## src/jtr_pkg.sv

```systemverilog
// ----------------------------------------------------------------------------
// jtr_pkg
// Shared types and constants of the transport reassembler.
// ----------------------------------------------------------------------------
package jtr_pkg;

    localparam logic [23:0] PGN_CM = 24'h00EC00;
    localparam logic [23:0] PGN_DT = 24'h00EB00;
    localparam logic [7:0]  CTL_BAM = 8'd32;
    localparam logic [7:0]  CTL_RTS = 8'd16;
    localparam logic [7:0]  CTL_ABORT = 8'd255;
    localparam logic [7:0]  PF_PDU2 = 8'd240;
    localparam logic [7:0]  PF_DIAG_A = 8'hDA;
    localparam logic [7:0]  PF_DIAG_B = 8'hDB;

    localparam logic [1:0] ST_IGNORED  = 2'd0;
    localparam logic [1:0] ST_CONSUMED = 2'd1;
    localparam logic [1:0] ST_DONE     = 2'd2;
    localparam logic [1:0] ST_FULL     = 2'd3;

    typedef struct packed {
        logic [28:0] frame_id;
        logic        extended;
        logic        remote_request;
        logic        error_frame;
        logic        received;
        logic [15:0] channel;
        logic [3:0]  length;
        logic [63:0] payload;
    } frame_t;

    typedef struct packed {
        logic [1:0]  status;
        logic [23:0] group_number;
        logic [2:0]  priority_res;
        logic        reserved_bit;
        logic        data_page;
        logic [7:0]  pdu_format;
        logic [7:0]  pdu_specific;
        logic [7:0]  source_addr;
        logic [63:0] out_bytes;
        logic [3:0]  out_count;
        logic        from_transport;
    } result_t;

    // one session slot
    typedef struct packed {
        logic [32:0] key;
        logic [23:0] group;
        logic [15:0] size;
        logic [7:0]  packets;
        logic [7:0]  seen;
        logic [15:0] bytes;
        logic [28:0] header;
    } slot_t;

    localparam int SLOT_W = $bits(slot_t);

    // fill result header fields
    function automatic result_t put_header(input result_t r, input logic [23:0] grp,
                                           input logic [28:0] hdr);
        result_t o;
        o = r;
        o.group_number = grp;
        o.priority_res = hdr[28:26];
        o.reserved_bit = hdr[25];
        o.data_page    = hdr[24];
        o.pdu_format   = hdr[23:16];
        o.pdu_specific = hdr[15:8];
        o.source_addr  = hdr[7:0];
        return o;
    endfunction

endpackage

```

## src/jtr_ram.sv

```systemverilog
// ----------------------------------------------------------------------------
// jtr_ram
// Generic single-port-write, registered-read RAM.
// ----------------------------------------------------------------------------
module jtr_ram #(
    parameter int WIDTH = 8,
    parameter int DEPTH = 8
) (
    input  logic                     clk,
    input  logic                     we,
    input  logic [$clog2(DEPTH)-1:0] waddr,
    input  logic [WIDTH-1:0]         wdata,
    input  logic [$clog2(DEPTH)-1:0] raddr,
    output logic [WIDTH-1:0]         rdata
);
    logic [WIDTH-1:0] mem [DEPTH];

    // write port and registered read
    always_ff @(posedge clk)
    begin
        if (we)
        begin
            mem[waddr] <= wdata;
        end
        rdata <= mem[raddr];
    end
endmodule

```

## src/j1939_transport_reassembler_unit.sv

```systemverilog
// ----------------------------------------------------------------------------
// j1939_transport_reassembler_unit
// J1939 transport session reassembler over a small slot table.
// ----------------------------------------------------------------------------
// One CAN frame is taken per item and one result item is produced. The
// session table sits in a RAM and is scanned one slot per cycle by a single
// key comparator. A transport frame passes from acceptance through decode,
// a scan of every slot, a read of the hit slot, the update and the
// hand-over. Other frames, and short connection-management frames, go from
// decode straight to the hand-over. The input stalls while a frame is worked
// on. A finished result sits in the output register, so the next frame can
// start while it waits; the sequencer holds at hand-over only while the
// previous result is still stalled. Slot valid bits live in flip-flops and
// are cleared by reset.
module j1939_transport_reassembler_unit #(
    parameter int SESSIONS = 8
) (
    input  logic              clk,
    input  logic              rst_n,
    input  logic              in_valid,
    output logic              in_stall,
    input  jtr_pkg::frame_t   in_data,
    output logic              out_valid,
    input  logic              out_stall,
    output jtr_pkg::result_t  out_data
);
    import jtr_pkg::*;

    localparam int IW = (SESSIONS > 1) ? $clog2(SESSIONS) : 1;
    localparam int RD = (SESSIONS > 1) ? SESSIONS : 2;

    typedef enum logic [5:0] {
        S_IDLE = 6'b000001,
        S_DEC  = 6'b000010,
        S_SCAN = 6'b000100,
        S_WAIT = 6'b001000,
        S_EXEC = 6'b010000,
        S_OUT  = 6'b100000
    } state_t;

    state_t state_reg, state_next;
    frame_t frm_reg;
    logic [SESSIONS-1:0] valid_reg, valid_next;
    logic [IW:0]  idx_reg, idx_next;
    logic [IW-1:0] hit_reg, hit_next;
    logic found_reg, found_next;
    logic is_cm_reg, is_cm_next;
    result_t res_reg, res_next;
    result_t out_data_reg, out_data_next;
    logic out_valid_reg, out_valid_next;

    logic we;
    logic [IW-1:0] waddr, raddr;
    slot_t wdata, rdata;

    // frame decode
    logic [28:0] id;
    logic [3:0]  len;
    logic [7:0]  pf, ps, sa;
    logic [23:0] pgn;
    logic [32:0] key;
    logic [IW-1:0] scan_idx;

    assign id  = frm_reg.frame_id;
    assign len = (frm_reg.length > 4'd8) ? 4'd8 : frm_reg.length;
    assign pf  = id[23:16];
    assign ps  = id[15:8];
    assign sa  = id[7:0];
    assign pgn = {6'd0, id[25], id[24], pf, (pf >= PF_PDU2) ? ps : 8'd0};
    assign key = {frm_reg.channel, ~frm_reg.received, sa, ps};
    assign scan_idx = idx_reg[IW-1:0];

    jtr_ram #(.WIDTH(SLOT_W), .DEPTH(RD)) u_slots (
        .clk   (clk),
        .we    (we),
        .waddr (waddr),
        .wdata (wdata),
        .raddr (raddr),
        .rdata (rdata)
    );

    // lowest free slot
    logic          free_any;
    logic [IW-1:0] free_idx;
    always_comb
    begin
        free_any = 1'b0;
        free_idx = '0;
        for (int i = SESSIONS - 1; i >= 0; i--)
        begin
            if (!valid_reg[i])
            begin
                free_any = 1'b1;
                free_idx = IW'(i);
            end
        end
    end

    // sequencer and per-item work
    logic [7:0]  seq_next;
    logic [15:0] room;
    logic [3:0]  avail, take;
    logic [63:0] mask;
    slot_t s_upd;
    always_comb
    begin
        state_next     = state_reg;
        valid_next     = valid_reg;
        idx_next       = idx_reg;
        hit_next       = hit_reg;
        found_next     = found_reg;
        is_cm_next     = is_cm_reg;
        res_next       = res_reg;
        out_data_next  = out_data_reg;
        out_valid_next = out_valid_reg;
        we    = 1'b0;
        waddr = hit_reg;
        wdata = rdata;
        raddr = scan_idx;
        seq_next = rdata.seen + 8'd1;
        room  = rdata.size - rdata.bytes;
        avail = (len == 4'd0) ? 4'd0 : len - 4'd1;
        take  = (rdata.bytes >= rdata.size) ? 4'd0 :
                ((room < {12'd0, avail}) ? room[3:0] : avail);
        mask  = '0;
        s_upd = rdata;

        if (out_valid_reg && !out_stall)
        begin
            out_valid_next = 1'b0;
        end

        unique case (state_reg)
            S_IDLE:
            begin
                if (in_valid)
                begin
                    state_next = S_DEC;
                end
            end
            S_DEC:
            begin
                res_next   = '0;
                idx_next   = '0;
                found_next = 1'b0;
                is_cm_next = (pgn == PGN_CM);
                if (frm_reg.error_frame || frm_reg.remote_request || !frm_reg.extended)
                begin
                    state_next = S_OUT;
                end
                else if (pgn == PGN_CM || pgn == PGN_DT)
                begin
                    if (pgn == PGN_CM && len < 4'd8)
                    begin
                        state_next = S_OUT;
                    end
                    else
                    begin
                        state_next = S_SCAN;
                    end
                end
                else
                begin
                    if (pf != PF_DIAG_A && pf != PF_DIAG_B)
                    begin
                        for (int b = 0; b < 8; b++)
                        begin
                            mask[b*8 +: 8] = (4'(b) < len) ? 8'hFF : 8'h00;
                        end
                        res_next = put_header('0, pgn, id);
                        res_next.status    = ST_DONE;
                        res_next.out_bytes = frm_reg.payload & mask;
                        res_next.out_count = len;
                    end
                    state_next = S_OUT;
                end
            end
            S_SCAN:
            begin
                // one slot key compare per cycle; read data is registered, so the compare uses the previous index
                if (idx_reg != '0 && !found_reg)
                begin
                    if (valid_reg[IW'(idx_reg - 1'b1)] && rdata.key == key)
                    begin
                        found_next = 1'b1;
                        hit_next   = IW'(idx_reg - 1'b1);
                    end
                end
                if (idx_reg == (IW+1)'(SESSIONS))
                begin
                    state_next = S_WAIT;
                end
                else
                begin
                    idx_next = idx_reg + 1'b1;
                end
            end
            S_WAIT:
            begin
                raddr = hit_reg;
                state_next = S_EXEC;
            end
            S_EXEC:
            begin
                state_next = S_OUT;
                if (is_cm_reg)
                begin
                    if (frm_reg.payload[7:0] == CTL_BAM || frm_reg.payload[7:0] == CTL_RTS)
                    begin
                        if (!found_reg && !free_any)
                        begin
                            res_next.status = ST_FULL;
                        end
                        else
                        begin
                            waddr = found_reg ? hit_reg : free_idx;
                            we    = 1'b1;
                            wdata.key     = key;
                            wdata.size    = frm_reg.payload[23:8];
                            wdata.packets = frm_reg.payload[31:24];
                            wdata.group   = frm_reg.payload[63:40];
                            wdata.seen    = '0;
                            wdata.bytes   = '0;
                            wdata.header  = id;
                            valid_next[waddr] = 1'b1;
                            res_next = put_header('0, frm_reg.payload[63:40], id);
                            res_next.status = ST_CONSUMED;
                            res_next.from_transport = 1'b1;
                        end
                    end
                    else if (found_reg && frm_reg.payload[7:0] == CTL_ABORT)
                    begin
                        valid_next[hit_reg] = 1'b0;
                    end
                    else if (found_reg)
                    begin
                        res_next = put_header('0, rdata.group, rdata.header);
                        res_next.status = ST_CONSUMED;
                        res_next.from_transport = 1'b1;
                    end
                end
                else if (found_reg)
                begin
                    if (frm_reg.payload[7:0] != seq_next)
                    begin
                        valid_next[hit_reg] = 1'b0;
                    end
                    else
                    begin
                        s_upd.seen  = seq_next;
                        s_upd.bytes = rdata.bytes + {12'd0, take};
                        we    = 1'b1;
                        wdata = s_upd;
                        for (int b = 0; b < 8; b++)
                        begin
                            mask[b*8 +: 8] = (4'(b) < take) ? 8'hFF : 8'h00;
                        end
                        res_next = put_header('0, rdata.group, rdata.header);
                        res_next.out_bytes = {8'd0, frm_reg.payload[63:8]} & mask;
                        res_next.out_count = take;
                        res_next.from_transport = 1'b1;
                        if (s_upd.seen >= rdata.packets || s_upd.bytes >= rdata.size)
                        begin
                            valid_next[hit_reg] = 1'b0;
                            res_next.status = ST_DONE;
                        end
                        else
                        begin
                            res_next.status = ST_CONSUMED;
                        end
                    end
                end
            end
            S_OUT:
            begin
                // hand over once the output register is free
                if (!out_valid_reg || !out_stall)
                begin
                    out_data_next  = res_reg;
                    out_valid_next = 1'b1;
                    state_next     = S_IDLE;
                end
            end
            default:
            begin
                state_next = S_IDLE;
            end
        endcase
    end

    // control registers
    always_ff @(posedge clk or negedge rst_n)
    begin
        if (!rst_n)
        begin
            state_reg     <= S_IDLE;
            valid_reg     <= '0;
            out_valid_reg <= 1'b0;
        end
        else
        begin
            state_reg     <= state_next;
            valid_reg     <= valid_next;
            out_valid_reg <= out_valid_next;
        end
    end

    // working registers
    always_ff @(posedge clk)
    begin
        if (state_reg == S_IDLE && in_valid)
        begin
            frm_reg <= in_data;
        end
        idx_reg      <= idx_next;
        hit_reg      <= hit_next;
        found_reg    <= found_next;
        is_cm_reg    <= is_cm_next;
        res_reg      <= res_next;
        out_data_reg <= out_data_next;
    end

    assign in_stall  = (state_reg != S_IDLE);
    assign out_valid = out_valid_reg;
    assign out_data  = out_data_reg;

    // checks
    a_out_hold: assert property (@(posedge clk) disable iff (!rst_n)
        out_valid && out_stall |=> out_valid && $stable(out_data))
        else $error("result changed while stalled");
    a_busy_stall: assert property (@(posedge clk) disable iff (!rst_n)
        state_reg != S_IDLE |-> in_stall)
        else $error("input open while busy");
    a_one_result: assert property (@(posedge clk) disable iff (!rst_n)
        state_reg == S_OUT && out_valid_reg && out_stall |=>
        state_reg == S_OUT && out_valid_reg)
        else $error("result overwritten");
endmodule
```

## config.mk

```make
export PLATFORM = sky130hd
export DESIGN_NAME = j1939_transport_reassembler_unit
export DESIGN_NICKNAME = d
export VERILOG_FILES = /design/src/jtr_pkg.sv /design/src/jtr_ram.sv /design/src/j1939_transport_reassembler_unit.sv
export SDC_FILE = /design/constraint.sdc
export NUM_CORES = 2
export LEC_CHECK = 0
export CAP_MARGIN = 20
export CORE_MARGIN = 3
export CORE_UTILIZATION = 50
export DETAILED_ROUTE_END_ITERATION = 10
export DONT_BUFFER_PORTS = 1
export PLACE_DENSITY_LB_ADDON = 0.2
export SLEW_MARGIN = 20
export SYNTH_ARGS = -nofsm -noshare
export SYNTH_HDL_FRONTEND = slang
export SYNTH_HIERARCHICAL = 1
export SYNTH_SLANG_ARGS = --single-unit
```

## constraint.sdc

```tcl
create_clock -name clk -period 35.5 [get_ports clk]
set_input_delay 3.55 -clock clk [delete_from_list [all_inputs] [get_ports clk]]
set_output_delay 3.55 -clock clk [all_outputs]
set_load 0.1 [all_outputs]
```

Yosys cells after proc, flatten, opt, wreduce, memory -nomap -nowiden
Memory sizes are Yosys's and may differ from the RTL's. A register that Yosys moved wholly into a read port is not among the register bits.
Index checks and enable logic that the tools add are counted.
- memory bits (writable): 1072
- register bits: 389
- input bits: 121
- memories: 1
- bitwise operators: 6
- order comparisons: 28
- $add $sub $neg: 6
- equal/unequal tests: 30
- reduce and logical (&&, ||, !) cells: 35
- mux-type cells: 98
- memories (memory ; words ; bits a word ; rd ports ; clocked after memory_dff ; wr ports ; line ; RTL):
    u_slots.mem ; 8 ; 134 ; 1 ; 1 ; 1 ; jtr_ram.sv:16 ; logic [WIDTH-1:0] mem [DEPTH];
- operators with widths (cell ; number):
    $mux W124 ; 9
    $mux W134 ; 4
    $pmux W124 S2 ; 1
    $mux W8 ; 24
    $mux W122 ; 1
    $mux W53 ; 2
    $and A56 B64 Y64 ; 1
    $and A64 B64 Y64 ; 1
    $mux W3 ; 14
    $eq A18 B16 Y1 const B ; 2
    $mux W6 ; 6
    $pmux W6 S6 ; 1
    $eq A33 B33 Y1 ; 1
    $ge A16 B16 Y1 ; 2
    $lt A3 B4 Y1 const A ; 8
    $mux W1 ; 24
    $mux W4 ; 5
    $add A16 B4 Y16 ; 1
    $lt A1 B4 Y1 const A ; 4
    $lt A16 B4 Y1 ; 1
    $lt A2 B4 Y1 const A ; 4
    $ne A8 B8 Y1 const B ; 2
    $sub A16 B16 Y16 ; 1
    $lt A3 B4 Y1 const B ; 3
    45 further kinds ; 81

Longest topological paths before layout
- depth after elaboration: 17
- gate-level depth with buffers: 39

Cells and area by module
Netlist, hierarchy kept.
- by module, submodules not included (module ; cells an instance ; area each (sq um) ; instances):
    jtr_ram ; 1696 ; 43230.2 ; 1
    j1939_transport_reassembler_unit ; 1542 ; 18400.1 ; 1

Worst setup path after synthesis
Ideal clock, no wire load.
- kind: register -> register
- from: register u_slots.rdata[45], read port of u_slots.mem
- to: memory u_slots/mem[0][0] in the netlist's numbering, enable pin
- data required time: 34708 ps
- stages on the path, launching flop included: 14
- slack: 22940 ps
- arrival time: 11768 ps
- clock period less this slack: 12560 ps
- cell sequence: dfxtp_1 ha_1 nand3_1 xor2_1 xor2_1 nand4b_1 nor4_1 nand2_1 o21ai_0 nand2_1 inv_1 clkbuf_1 nand2b_1 nor3_1
- word-level cells in the longest chain between the ends: 8
- ends and longest elaborated chain (element ; line ; RTL):
    from (decl) ; jtr_ram.sv:14 ; output logic [WIDTH-1:0] rdata
    $add A8 B1 Y8 ; j1939_transport_reassembler_unit.sv:120 ; seq_next = rdata.seen + 8'd1;
    $ne A8 B8 Y1 ; j1939_transport_reassembler_unit.sv:244 ; if (frm_reg.payload[7:0] != seq_next)
    $mux W1 ; j1939_transport_reassembler_unit.sv:244 ;
    $mux W1 ; j1939_transport_reassembler_unit.sv:242 ; else if (found_reg)
    $mux W1 ; j1939_transport_reassembler_unit.sv:206 ; if (is_cm_reg)
    $mux W1 ; j1939_transport_reassembler_unit.sv:133 ; unique case (state_reg)
    net we ; j1939_transport_reassembler_unit.sv:52 ; logic we;
    $mux W1 ; jtr_ram.sv:21 ; if (we)
    $mux W1 (not written as such) ; jtr_ram.sv:23 ; mem[waddr] <= wdata;
    to (decl) ; jtr_ram.sv:16 ;
The timed path passes the listed nets, and every way through them passes these cells.

Worst setup path after layout
- from: register frm_reg[67] in the netlist's numbering
- to: register valid_reg[1]
- word-level cells in the longest chain between the ends: 12
- elaborated cells on any way between the ends: 13
- those cells by class: add/sub: 2; order compare: 3; mux: 4; reduce/logical: 4
- ends and longest elaborated chain (element ; line ; RTL):
    from (decl) ; j1939_transport_reassembler_unit.sv:42 ; frame_t frm_reg;
    from (signal assigned) ; j1939_transport_reassembler_unit.sv:313 ; frm_reg <= in_data;
    $gt A4 B4 Y1 ; j1939_transport_reassembler_unit.sv:65 ; assign len = (frm_reg.length > 4'd8) ? 4'd8 : frm_reg.length;
    $mux W4 (*) ; j1939_transport_reassembler_unit.sv:65 ;
    $sub A4 B1 Y4 or $logic_not A4 Y1 (tied branches) ; j1939_transport_reassembler_unit.sv:122 ; avail = (len == 4'd0) ? 4'd0 : len - 4'd1;
    $mux W4 (*) ; j1939_transport_reassembler_unit.sv:122 ;
    $lt A16 B4 Y1 ; j1939_transport_reassembler_unit.sv:124 ; ((room < {12'd0, avail}) ? room[3:0] : avail);
    $mux W4 (*) ; j1939_transport_reassembler_unit.sv:124 ;
    $mux W4 (*) ; j1939_transport_reassembler_unit.sv:123 ; take = (rdata.bytes >= rdata.size) ? 4'd0 :
    $add A16 B4 Y16 (*) ; j1939_transport_reassembler_unit.sv:251 ; s_upd.bytes = rdata.bytes + {12'd0, take};
    $ge A16 B16 Y1 (*) ; j1939_transport_reassembler_unit.sv:262 ; if (s_upd.seen >= rdata.packets || s_upd.bytes >= rdata.size)
    $logic_or A1 B1 Y1 (*) ; j1939_transport_reassembler_unit.sv:262 ;
    $reduce_bool A3 Y1 (no line) (*) ; -- ;
    $reduce_and A5 Y1 (no line) (*) ; -- ;
    to (signal assigned) ; j1939_transport_reassembler_unit.sv:303 ; valid_reg <= valid_next;
    to (decl) ; j1939_transport_reassembler_unit.sv:43 ; logic [SESSIONS-1:0] valid_reg, valid_next;
Mark *: on every way between the ends. The rest lies on a longest branch, timed or not.
A chain may end at the register's enable or synchronous reset.

==> reports/results.tsv <==
stage	metric	value	unit
synth	synth_area_leaders	edfxtp_1 70%, mux4_2 7.6%, dfxtp_1 4.4%, mux4_1 2.6%, mux2_2 2.5%	
floorplanning	core	122000	um2
final_layout	fin_util	56.4	%
global_route	first_global_vias	31300	
final_layout	drive_gt1_share	19.8	%
floorplanning	die_h	357	um
hold_path	min_path_type	flip-flop to flip-flop	
critical_path	cp.required	36150	ps
placement	place.gp.congestion	0.831	
floorplanning	boundaryPins	247	
routing	post_drt_wl_per_cell	28.2	um
run_status	status	completed	
final_layout	reg_top3	u_slots/mem x1072, u_slots/rdata x134	
floorplanning	num_rows	128	
critical_path	critPathSlowestCell	edfxtp_1	
timing	skew	29.0	ps
global_route	gr-total-overflow	0	
routing	drtAntennaViolNets	0	
cts	cts_tree	built	
critical_path	worstPathMaxFanout	21	
routing	drt-vias-per-instance	5.93	
cts	hold_buffers	0	
synth	netlist_instances	3238	
floorplanning	die_w	357	um
pwr	peakVddDrop	49.1	uV
cts	root_buffer	clkbuf_16	
final_layout	final_area	68900	um2
final_layout	nNetsFinal	3498	
synth	syn_avg_cell_area	19.0	um2
cts	cts.sinks	1595	
timing	tightest_slew	1160	ps
pwr	powerDensity	61.4	nW/um2
timing	max_clock_freq	123	MHz
cts	htree_levels	4	
pwr	p_leak	19.1	nW
global_route	gr-usage-all-layers	22.7	%
final_layout	largest_reg_flops	1072	
final_layout	top_register	u_slots/mem	
synth	synth_ff_type	edfxtp_1	
critical_path	endpoint_kind	flip-flop	
cts	ctsLongestPathBuffers	3	
timing	period_minus_slack	8110	ps
cts	cts_setup_buffers	0	
cts	clock_latency	780	ps
routing	drt_first_iter_violations	2886	
synth	synth_common_cells	1446 x edfxtp_1, 363 x nand2_1, 209 x mux4_2	
synth	synth_area_leader_cell	edfxtp_1	
synth	syn_nets	3412	
final_layout	area_delta_synth_final	11.7	%
routing	vias	30200	
critical_path	crit_type	flip-flop to flip-flop	
timing	maxSlewHeadroom	22.4	%
run	maxCapViolCount	0	
critical_path	cp_num_buf_inv	2	
placement	dpl_cell_area	63500	um2
global_route	antenna_found_initial	6	
global_route	grt_pass1_wl	211000	um
routing	wl	144000	um
routing	drt_pass1_iterations	6	
critical_path	cp_common_cell	ha_1	
synth	synthArstFlopShare	0.940	%
critical_path	cp.arrival	8760	ps
routing	drc	0	
critical_path	start_kind	flip-flop	
synth	ys_seq_area_share	75.4	%
critical_path	critPathMaxStageDelay	730	ps
global_route	grt_max_degree	165	
placement	io_buffer_count	0	
synth	syn_area	61600	um2
timing	grt_setup_unrepaired	no	
floorplanning	fp.dieArea	128000	um2
cts	ctsResizeCount	0	
timing	fin_crit_sh	22.9	%
timing	timing.hold.ws	392	ps
timing	hold_viol	0	
critical_path	cpLargestDelayFamily	simple AND/OR/NAND/NOR gates	
synth	synth_seq_cells	1595	
placement	dp_hpwl	85800	um
synth	synth.distinct_cells	82	
synth	synth_edf_count	1446	
synth	yosysTopAreaCellShare	70.5	%
synth	yosys_warnings	6	
floorplanning	start_util	50.5	%
synth	synth.most_common_cell	edfxtp_1	
timing	setup_viol_count_final	0	
timing	drv_slew	0	
final_layout	nFillCells	9135	
timing	fin_tns_setup	0	ps
cts	clkTransAtPathRegs	60	ps
cts	cts_buffers	160	
## power by group
| group | total [mW] | switching, mW | internal [mW] |
|---|---|---|---|
| clock network | 1.69 | 0.695 | 0.993 |
| registers | 2.33 | 0.206 | 2.13 |
| logic | 0.208 | 0.144 | 0.0637 |
| total | 4.23 | 1.04 | 3.18 |
## layout make-up
| cell class | instances | area [um2] | area share (%) |
|---|---|---|---|
| clock inverter | 78 | 847 | 1.23 |
| antenna | 4 | 10.0 | 0.0145 |
| timing repair buffer | 57 | 469 | 0.681 |
| clock buffer | 221 | 4500 | 6.53 |
| inverter | 70 | 263 | 0.382 |
| multi-input combinational | 1440 | 14200 | 20.7 |
| tap | 1625 | 2030 | 2.95 |
| sequential | 1595 | 46500 | 67.5 |
## final timing paths
check / slack [ps] / from / end / depth (start not counted)
max: 27390 / frm_reg[67]$_DFFE_PP_ / valid_reg[1]$_DFFE_PN0P_ / 32
min: 390 / res_reg[80]$_DFFE_PP_ / out_data[80]$_DFFE_PP_ / 0
max reg2reg: 27390 / frm_reg[67]$_DFFE_PP_ / valid_reg[1]$_DFFE_PN0P_ / 32
min reg2reg: 390 / res_reg[80]$_DFFE_PP_ / out_data[80]$_DFFE_PP_ / 0
max in group asynchronous: 32830 / rst_n / state_reg[0]$_DFFE_PN1P_ / 0
min in group asynchronous: 2470 / rst_n / out_valid$_DFF_PN0_ / 0
## layout by cell type (no fill, tap or decap), types with 6 or more instances in the layout
| cell type | netlist | routed |
|---|---|---|
| nand2b_1 | 24 | 24 |
| mux2_2 | 135 | 135 |
| a31o_2 | 7 | 7 |
| nand2_1 | 363 | 362 |
| buf_4 | 1 | 52 |
| mux4_2 | 209 | 209 |
| dfxtp_1 | 134 | 134 |
| a21o_1 | 14 | 14 |
| clkbuf_16 | 0 | 165 |
| a21oi_1 | 32 | 31 |
| mux2i_1 | 24 | 24 |
| nor2b_1 | 8 | 8 |
| nor2_4 | 0 | 7 |
| clkbuf_8 | 0 | 16 |
| and3_1 | 26 | 26 |
| o21ai_0 | 99 | 97 |
| a31oi_1 | 7 | 7 |
| nand3b_1 | 10 | 10 |
| nor2_1 | 48 | 40 |
| bufinv_16 | 0 | 14 |
| dfrtp_1 | 14 | 14 |
| xor2_1 | 40 | 40 |
| clkinv_1 | 1 | 20 |
| a22o_1 | 80 | 80 |
| xnor2_1 | 30 | 30 |
| clkinv_8 | 0 | 6 |
| inv_1 | 69 | 69 |
| nand3_1 | 24 | 24 |
| clkinvlp_4 | 0 | 7 |
| ha_1 | 51 | 51 |
| and2_1 | 11 | 10 |
| nand4_1 | 14 | 14 |
| clkinv_2 | 0 | 26 |
| clkbuf_1 | 73 | 40 |
| o21a_1 | 10 | 10 |
| mux4_1 | 61 | 61 |
| nor3_1 | 18 | 15 |
| edfxtp_1 | 1446 | 1446 |
| nor4_1 | 16 | 16 |
## routing by layer
metal	global-route usage (%)	part of all wire, %	vias to the layer above	wire length [um]
li1	-	-	13100	-
met1	31.8	43	15900	61500
met2	37.4	49	1001	71100
met3	3.93	5.5	195	7900
met4	5.91	2.3	2	3300
met5	0	0.0090	-	13
## cell families after synthesis
| kind of cell | synth area share (%) |
|---|---|
| compound gates | 3.37 |
| xor+xnor | 0.995 |
| fa+ha+maj | 1.10 |
| buf+inv | 1.66 |
| flops | 75.4 |
| mux | 13.1 |
| other cells | 0.00608 |
| simple gates | 4.36 |
## metrics by stage
stage,power (mW),worst slack (ps),cells
5_1_grt,4.36,26910,5088
3_5_place_dp,2.58,27460,4786
6_report,4.23,27390,5090
2_1_floorplan,2.49,22940,3238
4_1_cts,4.27,27440,5085
3_3_place_gp,2.58,27460,4786
Note: power is estimated with default switching activity, not from simulation.
